--- src/sv/hsf_out_fifo.sv ---
`timescale 1ns / 1ps
// ----------------------------------------------------------------------------
// hsf_out_fifo
// Small result queue between the filter pipeline and the output channel.
// ----------------------------------------------------------------------------
module hsf_out_fifo #(
	parameter int WIDTH = 14,
	parameter int DEPTH = 8
) (
	input  logic             clk,
	input  logic             arst_n,
	input  logic             push,
	input  logic [WIDTH-1:0] push_data,
	input  logic             pop,
	output logic             valid,
	output logic [WIDTH-1:0] data
);

	localparam int PTR_W = $clog2(DEPTH);
	localparam int CNT_W = $clog2(DEPTH + 1);

	logic [WIDTH-1:0] entry_q [DEPTH];
	logic [PTR_W-1:0] wr_ptr_q;
	logic [PTR_W-1:0] rd_ptr_q;
	logic [CNT_W-1:0] count_q;

	function automatic logic [PTR_W-1:0] bump(input logic [PTR_W-1:0] p);
		return (p == PTR_W'(DEPTH - 1)) ? '0 : p + PTR_W'(1);
	endfunction

	always_ff @(posedge clk) begin
		if (push) begin
			entry_q[wr_ptr_q] <= push_data;
		end
	end

	always_ff @(posedge clk or negedge arst_n) begin
		if (!arst_n) begin
			wr_ptr_q <= '0;
			rd_ptr_q <= '0;
			count_q <= '0;
		end else begin
			if (push) begin
				wr_ptr_q <= bump(wr_ptr_q);
			end
			if (pop) begin
				rd_ptr_q <= bump(rd_ptr_q);
			end
			count_q <= count_q + CNT_W'(push) - CNT_W'(pop);
		end
	end

	assign valid = count_q != '0;
	assign data = entry_q[rd_ptr_q];

endmodule

--- config.mk ---
export PLATFORM = sky130hd
export DESIGN_NAME = hsf_out_fifo
export DESIGN_NICKNAME = d
export VERILOG_FILES = /design/src/sv/hsf_out_fifo.sv
export SDC_FILE = /design/constraint.sdc
export NUM_CORES = 1
export LEC_CHECK = 0
export BUFFER_PORTS_ARGS = -buffer_cell sky130_fd_sc_hd__buf_2
export CAP_MARGIN = 15
export CORE_ASPECT_RATIO = 0.6
export CORE_UTILIZATION = 45
export CTS_BUF_LIST = sky130_fd_sc_hd__clkbuf_2 sky130_fd_sc_hd__clkbuf_4 sky130_fd_sc_hd__clkbuf_8
export DETAILED_ROUTE_END_ITERATION = 10
export PLACE_DENSITY_LB_ADDON = 0.2
export SYNTH_ARGS = -nofsm -noshare
export SYNTH_HDL_FRONTEND = slang
export SYNTH_SLANG_ARGS = --single-unit
--- constraint.sdc ---
create_clock -name clk -period 3.7 [get_ports clk]
set_input_delay 0.74 -clock clk [delete_from_list [all_inputs] [get_ports clk]]
set_output_delay 0.74 -clock clk [all_outputs]
set_load 0.01 [all_outputs]
; ---- Word level (Yosys, flattened, before mapping)
; Memories as Yosys holds them, arrays and structs flattened.
; Cells that the tools add are included.
[op_classes]
mux = 4
n_eq_ne = 2
reduce_logical = 1
addsub = 4
[op_table]
columns = cell, count
row1 = "adder 3 x 1 -> 3 bit, second input constant", 2
row2 = "== test 3 bit, second input constant", 2
row3 = 2-to-1 mux 3 bit, 2
row4 = adder 4 x 1 -> 4 bit, 1
row5 = nonzero test 4 bit, 1
row6 = subtractor 4 x 1 -> 4 bit, 1
row7 = 2-to-1 mux 1 bit, 2
[word_totals]
register_bits = 10
input_bits = 18
output_inout_bits = 15
elab_cells = 15
mem_bits_rw = 112
memories = 1
[memory_table]
columns = name, words, width, rd, rd_clocked_by_memory_dff, wr, line
row1 = entry_q, 8, 14, 1, 0, 1, 22  ; logic [WIDTH-1:0] entry_q [DEPTH];

; ---- Logic depth before layout (Yosys ltp)
; Gate-level depths: netlist of run 1.
[logic_depth]
ltp_word = 2
ltp_mapped = 7
ltp_nobuf = 7

; ---- Worst setup path before layout of run 1
; OpenSTA, ideal clock, no wires.
[synth_timing]
path_kind = input port to flip-flop
start = input push
end = memory entry_q[0][0], enable pin
n_path_buf = 0
arrival_time_ps = 1834
required_time_ps = 3297
stages = 2
setup_time_ps = 403
slack_ps = 1463
cell_sequence = nand2b_1 nor3_1
[synth_via]
elab_chain_len = 2
[synth_lines]
columns = element, line
row1 = "start, declared", 12  ; input logic push,
row2 = 2-to-1 mux 1 bit, 32  ; if (push) begin
row3 = 2-to-1 mux 1 bit (not written as such), 33  ; entry_q[wr_ptr_q] <= push_data;
row4 = "end, declared", 22
; Every way passes these cells.

; ---- Final worst setup path of run 1
[layout_timing]
start = register rd_ptr_q[0]
end = output data[1]
[layout_via]
elab_chain_len = 1
[layout_lines]
columns = element, line
row1 = "start, declared", 24  ; logic [PTR_W-1:0] rd_ptr_q;
row2 = "start signal, assigned", 47  ; rd_ptr_q <= bump(rd_ptr_q);
row3 = memory (8 x 14 bit), -
row4 = "end, declared", 16  ; output logic [WIDTH-1:0] data
; Every way passes these cells.

==> results of run 1 <==
-- placed cells by master (no fill, tap or decap), drive strengths merged --
master / count
edfxtp: 112
nand2: 45
buf: 43
mux4: 28
clkbuf: 24
dfrtp: 10
ha: 9
inv: 8
nor2: 8
clkinv: 5
mux2: 4
xor2: 2
nand2b: 2
nor3: 2
nand3b: 2
o21ai: 2
bufinv: 2
a21o: 1
a21oi: 1
nand3: 1
fa: 1
clkinvlp: 1
-- report_power, final --
group	leakage (nW)	switching, mW	internal [mW]	total, mW
sequential	1.14	0.0696	1.75	1.82
combinational	0.768	0.714	0.576	1.29
clock	0.210	0.492	0.676	1.17
total	2.11	1.28	3.00	4.28
-- stage by stage --
stage | instances | total power [mW]
2_1_floorplan | 246 | 2.75
3_3_place_gp | 420 | 3.14
3_5_place_dp | 420 | 3.16
4_1_cts | 452 | 4.33
5_1_grt | 452 | 4.54
6_report | 452 | 4.28
-- critical path, cell delays in order, from the launching register on --
cell and delay [ns]:
dfrtp_1 0.33, buf_4 0.45, mux4_1 0.61, nand2_1 0.08, nand2_1 0.09, buf_2 0.15
-- sequential cells by signal, summed over array words and instances (netlist names) --
| register | cells |
|---|---|
| entry_q | 112 |
| count_q | 4 |
| rd_ptr_q | 3 |
| wr_ptr_q | 3 |
-- cell type report --
class                   count  area, µm²  area share (%)
well taps                 139        174            3.08
flip-flops and latches    122       3610            64.0
clock buffers              24        305            5.41
multi-input cells         108       1190            21.1
inverters                   8       30.0           0.532
repair buffers             43        243            4.30
clock inverters             8       92.6            1.64
-- layer usage --
metal  vias up  GRT usage [%]
li1       1092              -
met1      1179           23.8
met2        58           26.9
met3        17           5.56
met4         0           10.0
met5         -              0
-- worst max path at each step --
stage                      startpoint             to  depth (start not counted)
final                     rd_ptr_q[0]        data[1]                          5
after global routing      rd_ptr_q[0]        data[4]                          5
after CTS                 rd_ptr_q[0]        data[4]                          5
after detailed placement  rd_ptr_q[0]        data[4]                          5
after global placement    rd_ptr_q[0]        data[3]                          5
after floorplan                  push  entry_q[0][0]                          2
-- logic make-up (layout without fill, tap and decap cells) --
group	count (synthesis)	after routing	share of synthesized area (%)
flops	122	122	74.0
simple gates	60	60	4.95
fa+ha+maj	10	10	2.72
xor+xnor	2	2	0.359
mux	32	32	15.7
buf+inv	16	83	1.79
compound gates	4	4	0.461
==> impl_results.md, run 1 <==
- Total GRT Usage: 18.0%
- GPL Wtd Cong: 0.713
- Nets@finish: 328
- DR vias: 2346
- First-pass GRT wire length: 13500 µm
- Yosys reg bits: 122
- Syn-to-layout area delta: 15.7%
- Die area: 11300 µm²
- MaxCap Viol Count: 0
- Cell area after layout: 5650 µm²
- WL met2: 3960 µm
- Synth top area cells: edfxtp_1 (69%), mux4_1 (13%), dfrtp_1 (5.1%), nand2_1 (3.5%), ha_1 (2.3%)
- Critical path data required time: 2.96 ns
- GRT Residual Overflow: 0
- Hold Slack: 0.167 ns
- Mapped cell area: 4880 µm²
- Sequential area share after synthesis: 74.0%
- RSZ-0062 raised after global routing: no
- CTS resizes: 0
- # hold bufs at CTS: 0
- Pin count of the biggest net entering global routing: 32
- Met1 WL: 4200 µm
- Tightest Pin Transition: 0.693 ns
- Startpoint Class: flip-flop
- Vias in the first global route: 2378
- Crit Path Max Fanout: 31
- Cell count after synthesis: 246
- Worst reg2reg setup slack: 1.92 ns
- Cell variety after synth: 21
- I/O Pins: 33
- Period utilization: 77.9%
- Most frequent cells after synthesis: edfxtp_1 (112), nand2_1 (45), mux4_1 (24)
- Initial antenna violation count: 0
- Via density: 5.19
- F_max: 0.347 GHz
- FP Rows: 29
- Antenna viol nets, final: 0
- Slew margin rel.: 53.7%
- Clock Latency Late Sink: 0.43 ns
- Main flop type after synthesis: edfxtp_1
- Net count after synthesis: 274
- Die Width: 136 µm
- Routed WL: 8800 µm
- Post-route DRC: 0
- Sink Count: 122
- Dpl hpwl: 4920 µm
- Clock Skew: 0.00659 ns
- WP data arrival: 2.14 ns
- Status: completed
- Placed inst area: 5250 µm²
- Drt wl/cell: 19.5 µm
- CTS Buf Count: 17
- Largest area contributor in the netlist: edfxtp_1
- Depth of the most critical reg-to-reg path: 3
- Post-CTS Setup Inserts: 0
- I/O Buffers: 32
- Slew Viols, Final: 0
- Final Setup Violations: 0
- Final Hold Fails: 0
- CTS tree: yes
- Bufs on Longest Clock Path: 2
- Power Density: 757 nW/µm²
- RR Endpoint: entry_q[1][11]
- Met3 routed WL: 467 µm
- Die height: 82.7 µm
- Top-count cell post-synth: edfxtp_1
- EDFF count, synth: 112
- Clock root cell: clkbuf_8
- Initial DRC Count: 107
- Final WS setup: 0.816 ns
- Static leakage: 2.11 nW
- Filler Cell Count: 837
- Kind of critical path: flip-flop to output port
- Antenna fix cells: 0
- Clock transition at the registers of the reported paths: 0.07 ns
- R2r startpoint: wr_ptr_q[2]
- Peak supply drop: 376 µV
- Post-synthesis async set-or-reset flop share: 8.20%
- Top Layer Used: met4
- Initial core utilization: 46.2%
- Crit path time final: 2.88 ns
- H-tree depth: 4
- Yosys top cell area share: 68.9%
- Core area: 10600 µm²
- Share of layout cells above drive strength 1: 27.2%
- Warnings from Yosys: 0
- Worst setup EP type: output port
- Placement Setup Slack: 1.26 ns
- Utilization after layout: 53.5%
- DR pass1 iterations: 4
- Setup TNS: 0 ns
- Hold crit path type: input port to async pin
- Avg Cell Area, Syn: 19.8 µm²
Note: power is estimated with default switching activity, not from simulation.
==> run 2: changes to the inputs <==
--- a/config.mk
+++ b/config.mk
@@ -5,6 +5,7 @@
 export SDC_FILE = /design/constraint.sdc
 export NUM_CORES = 1
 export LEC_CHECK = 0
+export ABC_AREA = 1
 export BUFFER_PORTS_ARGS = -buffer_cell sky130_fd_sc_hd__buf_2
 export CAP_MARGIN = 15
 export CORE_ASPECT_RATIO = 0.6
==> constraint.sdc (replaced) <==
create_clock -name clk -period 2.4 [get_ports clk]
set_input_delay 0.48 -clock clk [delete_from_list [all_inputs] [get_ports clk]]
set_output_delay 0.48 -clock clk [all_outputs]
set_load 0.01 [all_outputs]
==> impl_results.md, run 2 <==
- Cell internal pwr: 4.12 mW
- Initial antenna violation count: 0
- Routed WL: 11200 µm
- WP data arrival: 1.75 ns
- Initial core utilization: 47.2%
- Clock Skew: 0.00748 ns
- Static leakage: 2.97 nW
- Top-count cell post-synth: nand2_1
- Slew Viols, Final: 0
- Setup TNS: 0 ns
- Biggest regs: entry_q (112), count_q (4)
- Critical path data required time: 1.92 ns
- Startpoint Class: flip-flop
- Cell area after layout: 6230 µm²
- Avg Cell Area, Syn: 9.93 µm²
- F_max: 0.449 GHz
- RSZ-0062 raised after global routing: no
- H-tree depth: 4
- Hold Slack: 0.329 ns
- Die area: 12600 µm²
- Sequential area share after synthesis: 66.3%
- Final std cells w/o fill: 775
- Commonest non-fill, non-tap cell in the layout: nand2_1
- DR vias: 3589
- Kind of critical path: flip-flop to output port
- Worst setup EP type: output port
- Final Setup Violations: 0
- Via density: 4.63
- EDFF count, synth: 112
- CTS Buf Count: 17
- Initial DRC Count: 207
- Hold crit path type: input port to flip-flop
- I/O Pins: 33
- GRT Residual Overflow: 0
- Worst reg2reg setup slack: 0.84 ns
- Sink Count: 122
- Clock root cell: clkbuf_8
- Drt wl/cell: 14.4 µm
- Sequential share of power: 42.7%
- Post-Place Cells: 746
- MaxCap Viol Count: 0
- Net Sw Power: 2.25 mW
- Final Hold Fails: 0
- Placement Setup Slack: 0.462 ns
- Power Density: 1020 nW/µm²
- Total GRT Usage: 20.5%
- I/O Buffers: 32
- Pin count of the biggest net entering global routing: 58
- Antenna fix cells: 0
- Most frequent cells after synthesis: nand2_1 (191), inv_1 (126), edfxtp_1 (112)
- GPL Wtd Cong: 0.763
- Clock power frac: 22.7%
- Largest area contributor in the netlist: edfxtp_1
- Antenna viol nets, final: 0
- Slew margin rel.: 49.8%
- Clock Latency Late Sink: 0.43 ns
- Period utilization: 92.8%
- Nets@finish: 634
- Yosys top cell area share: 61.7%
- Crit path time final: 2.23 ns
- Post-CTS Setup Inserts: 0
- Die height: 87.3 µm
- Switch share: 35.3%
- Final WS setup: 0.172 ns
- Crit Path Max Fanout: 19
- Most frequent cells in the layout: nand2_1 (191), inv_1 (126), edfxtp_1 (112)
- Vias in the first global route: 3456
- Peak supply drop: 474 µV
- Placed inst area: 5910 µm²
- Cell variety after synth: 17
- Bufs on Longest Clock Path: 2
- Die Width: 144 µm
- Core area: 11600 µm²
- CTS tree: yes
- Main flop type after synthesis: edfxtp_1
- Tightest Pin Transition: 0.752 ns
- Synth top area cells: edfxtp_1 (62%), nand2_1 (13%), inv_1 (8.7%), nand3_1 (5.7%), dfrtp_1 (4.6%)
- Dpl hpwl: 6930 µm
- Yosys reg bits: 122
- DR pass1 iterations: 4
- Mapped cell area: 5450 µm²
- Syn-to-layout area delta: 14.2%
- Post-route DRC: 0
- FP Rows: 30
- Clock transition at the registers of the reported paths: 0.07 ns
- Largest register FFs: 112
- Warnings from Yosys: 0
- Post-synthesis async set-or-reset flop share: 8.20%
- Net count after synthesis: 577
- First-pass GRT wire length: 18200 µm
- Largest Register: entry_q
- Gate power share: 34.6%
- Cell count after synthesis: 549
- Share of layout cells above drive strength 1: 13.7%
- Status: completed
run 2: layout make-up:
class	count	area [µm²]
fill	1039	5330
sequential	122	3610
multi-input combinational	280	1240
inverter	127	482
timing repair buffer	58	395
clock buffer	21	264
tap	160	200
clock inverter	7	31.3
run 2: logic make-up after synthesis:
group,count (synthesis),synth area share [%]
buffers and inverters,147,11.0
AND/OR/NAND/NOR,261,19.4
XOR/XNOR,2,0.321
AO/OA/AOI/OAI,7,0.642
adder cells (fa/ha/maj),10,2.43
flip-flops,122,66.3
run 2: routing by layer:
metal	routed length, µm	track usage, %	vias to the layer above
li1	-	-	1815
met1	5440	28.7	1650
met2	4820	30.7	108
met3	762	4.62	16
met4	141	9.19	0
met5	0	0	-
run 2: timing repair:
item                                    4_1_cts  5_1_grt
resized for setup                             1        6
hold buffers                                  1        0
hold endpoints to repair                     10        0
endpoints found under the setup margin        3       10
run 2: metrics by stage:
step                      power, mW  util (%)
after floorplan                4.18         -
final                          6.37      53.9
after detailed placement       4.96      51.1
after global placement         4.90      51.1
after CTS                      6.42      53.8
after global routing           6.84      53.9
run 2: worst paths after layout:
path                                     from        endpoint  cells after the start
worst max-delay path              rd_ptr_q[0]         data[4]                      8
worst min-delay path            push_data[10]  entry_q[5][10]                      1
worst max register to register     count_q[0]      count_q[2]                      6
worst min register to register    wr_ptr_q[2]     wr_ptr_q[2]                      2
max in group asynchronous              arst_n     rd_ptr_q[0]                      2
min in group asynchronous              arst_n     rd_ptr_q[0]                      2
run 2: power groups by stage:
| stage | clock network [mW] | logic [mW] | registers, mW |
|---|---|---|---|
| floorplan | 0 | 1.43 | 2.75 |
| global placement | 0 | 2.15 | 2.75 |
| detailed placement | 0 | 2.20 | 2.76 |
| CTS | 1.50 | 2.21 | 2.72 |
| global route | 1.57 | 2.53 | 2.74 |
| finish | 1.45 | 2.21 | 2.72 |
run 2: critical path: stages (launching register included):
cell and delay (ns):
dfrtp_2 0.45, inv_6 0.17, buf_4 0.22, nand2_1 0.06
nand3_1 0.07, nand2_1 0.06, nand2_1 0.05, nand2_1 0.09
buf_2 0.15
==> run 3: changes to the inputs <==
--- a/config.mk
+++ b/config.mk
@@ -8,7 +8,7 @@
 export ABC_AREA = 1
 export BUFFER_PORTS_ARGS = -buffer_cell sky130_fd_sc_hd__buf_2
 export CAP_MARGIN = 15
-export CORE_ASPECT_RATIO = 0.6
+export CORE_ASPECT_RATIO = 1.25
 export CORE_UTILIZATION = 45
 export CTS_BUF_LIST = sky130_fd_sc_hd__clkbuf_2 sky130_fd_sc_hd__clkbuf_4 sky130_fd_sc_hd__clkbuf_8
 export DETAILED_ROUTE_END_ITERATION = 10
==> impl_results.md, run 3 (synthesized netlist as in run 2, its figures left out) <==
- Sink Count: 122
- Period utilization: 91.8%
- Pin count of the biggest net entering global routing: 33
- Worst reg2reg setup slack: 0.86 ns
- Dpl hpwl: 6780 µm
- CTS Buf Count: 17
- Clock transition at the registers of the reported paths: 0.07 ns
- Sequential share of power: 41.0%
- Kind of critical path: flip-flop to output port
- Routed WL: 10900 µm
- Setup TNS: 0 ns
- I/O Pins: 33
- MaxCap Viol Count: 0
- WP data arrival: 1.72 ns
- Worst setup path startpoint: rd_ptr_q[0]
- First-pass GRT wire length: 17500 µm
- Tightest Pin Transition: 0.445 ns
- Initial core utilization: 46.5%
- Final Setup Violations: 0
- Net Sw Power: 2.24 mW
- Cell area after layout: 6270 µm²
- Via density: 4.68
- Gate power share: 32.6%
- Clock Skew: 0.00583 ns
- Die area: 12600 µm²
- Worst setup EP type: output port
- Largest Register: entry_q
- Post-route DRC: 0
- Hold Slack: 0.336 ns
- GPL Wtd Cong: 0.796
- DR pass1 iterations: 4
- Final Hold Fails: 0
- Placed inst area: 5880 µm²
- Most frequent cells in the layout: nand2_1 (191), inv_1 (126), edfxtp_1 (112)
- Power Density: 1060 nW/µm²
- CTS tree: yes
- GRT Residual Overflow: 0
- Die Width: 100 µm
- Clock root cell: clkbuf_8
- Hold crit path type: input port to flip-flop
- Share of layout cells above drive strength 1: 13.8%
- I/O Buffers: 32
- Clock Latency Late Sink: 0.42 ns
- Clock power frac: 26.5%
- Commonest non-fill, non-tap cell in the layout: nand2_1
- Bufs on Longest Clock Path: 2
- Cell internal pwr: 4.38 mW
- Peak supply drop: 642 µV
- Slew margin rel.: 70.3%
- F_max: 0.454 GHz
- FP Rows: 44
- Initial antenna violation count: 0
- Final std cells w/o fill: 779
- Antenna fix cells: 0
- Antenna viol nets, final: 0
- Switch share: 33.8%
- Post-Place Cells: 747
- R2r startpoint: count_q[0]
- Startpoint Class: flip-flop
- Syn-to-layout area delta: 14.9%
- DR vias: 3644
- Initial DRC Count: 147
- Largest register FFs: 112
- H-tree depth: 4
- Drt wl/cell: 14.0 µm
- Total GRT Usage: 19.0%
- RSZ-0062 raised after global routing: no
- Static leakage: 2.99 nW
- Critical path data required time: 1.92 ns
- Status: completed
- Vias in the first global route: 3553
- Nets@finish: 634
- Min-delay src: push_data[10]
- Slew Viols, Final: 0
- Core area: 11700 µm²
- Crit path time final: 2.20 ns
- Crit Path Max Fanout: 32
- Die height: 125 µm
- Biggest regs: entry_q (112), count_q (4)
-- run 3: cell count changes in the layout (fill, tap and decap cells not counted) --
cell	delta
bufinv_16	+3
inv_6	-1
buf_4	+3
inv_2	+1
clkinv_2	+1
clkinv_1	+2
buf_12	-3
clkbuf_4	-3
-- run 3: worst max-delay path, cell delays in order, from the launching register on --
cell     delay [ns]
dfrtp_2        0.42
inv_2          0.06
buf_4          0.32
nand2_1        0.10
nand3_1        0.08
nand2_1        0.05
nand2_1        0.05
nand2_1        0.08
buf_2          0.14
-- run 3: layout make-up --
| type | instances | area, µm² |
|---|---|---|
| clock buffer | 18 | 241 |
| clock inverter | 13 | 134 |
| fill | 1044 | 5460 |
| inverter | 127 | 477 |
| multi-input combinational | 280 | 1240 |
| sequential | 122 | 3610 |
| tap | 161 | 201 |
| timing repair buffer | 58 | 358 |
-- run 3: worst paths after layout --
path	cells after the start	to
worst min register to register	2	wr_ptr_q[2]
worst max register to register	6	count_q[2]
worst max-delay path	8	data[3]
max in group asynchronous	2	rd_ptr_q[0]
worst min-delay path	1	entry_q[0][10]
min in group asynchronous	2	rd_ptr_q[2]
-- run 3: repair_timing --
item	in CTS	in global routing
gates resized for setup	0	0
endpoints found under the hold margin	10	0
setup buffers	0	0
hold buffers	1	0
-- run 3: through the flow --
step	total power [mW]	setup slack (ns)	util (%)
after floorplan	4.18	0.796	-
after global placement	4.87	0.610	50.2
after detailed placement	4.94	0.572	50.2
after CTS	6.69	0.168	53.5
after global routing	7.06	0.0649	53.5
final	6.62	0.196	53.5
-- run 3: per-layer routing --
metal	up-vias	track usage, %	share of wire, %
li1	1817	-	-
met1	1726	23.5	42
met2	87	32.0	50
met3	14	4.58	6.0
met4	0	7.59	1.7
met5	-	0	0
-- run 3: power groups by stage --
stage | combinational, mW | clock, mW | sequential, mW
6_report | 2.16 | 1.75 | 2.71
5_1_grt | 2.44 | 1.88 | 2.74
4_1_cts | 2.19 | 1.78 | 2.71
3_5_place_dp | 2.18 | 0 | 2.76
3_3_place_gp | 2.12 | 0 | 2.75
2_1_floorplan | 1.43 | 0 | 2.75
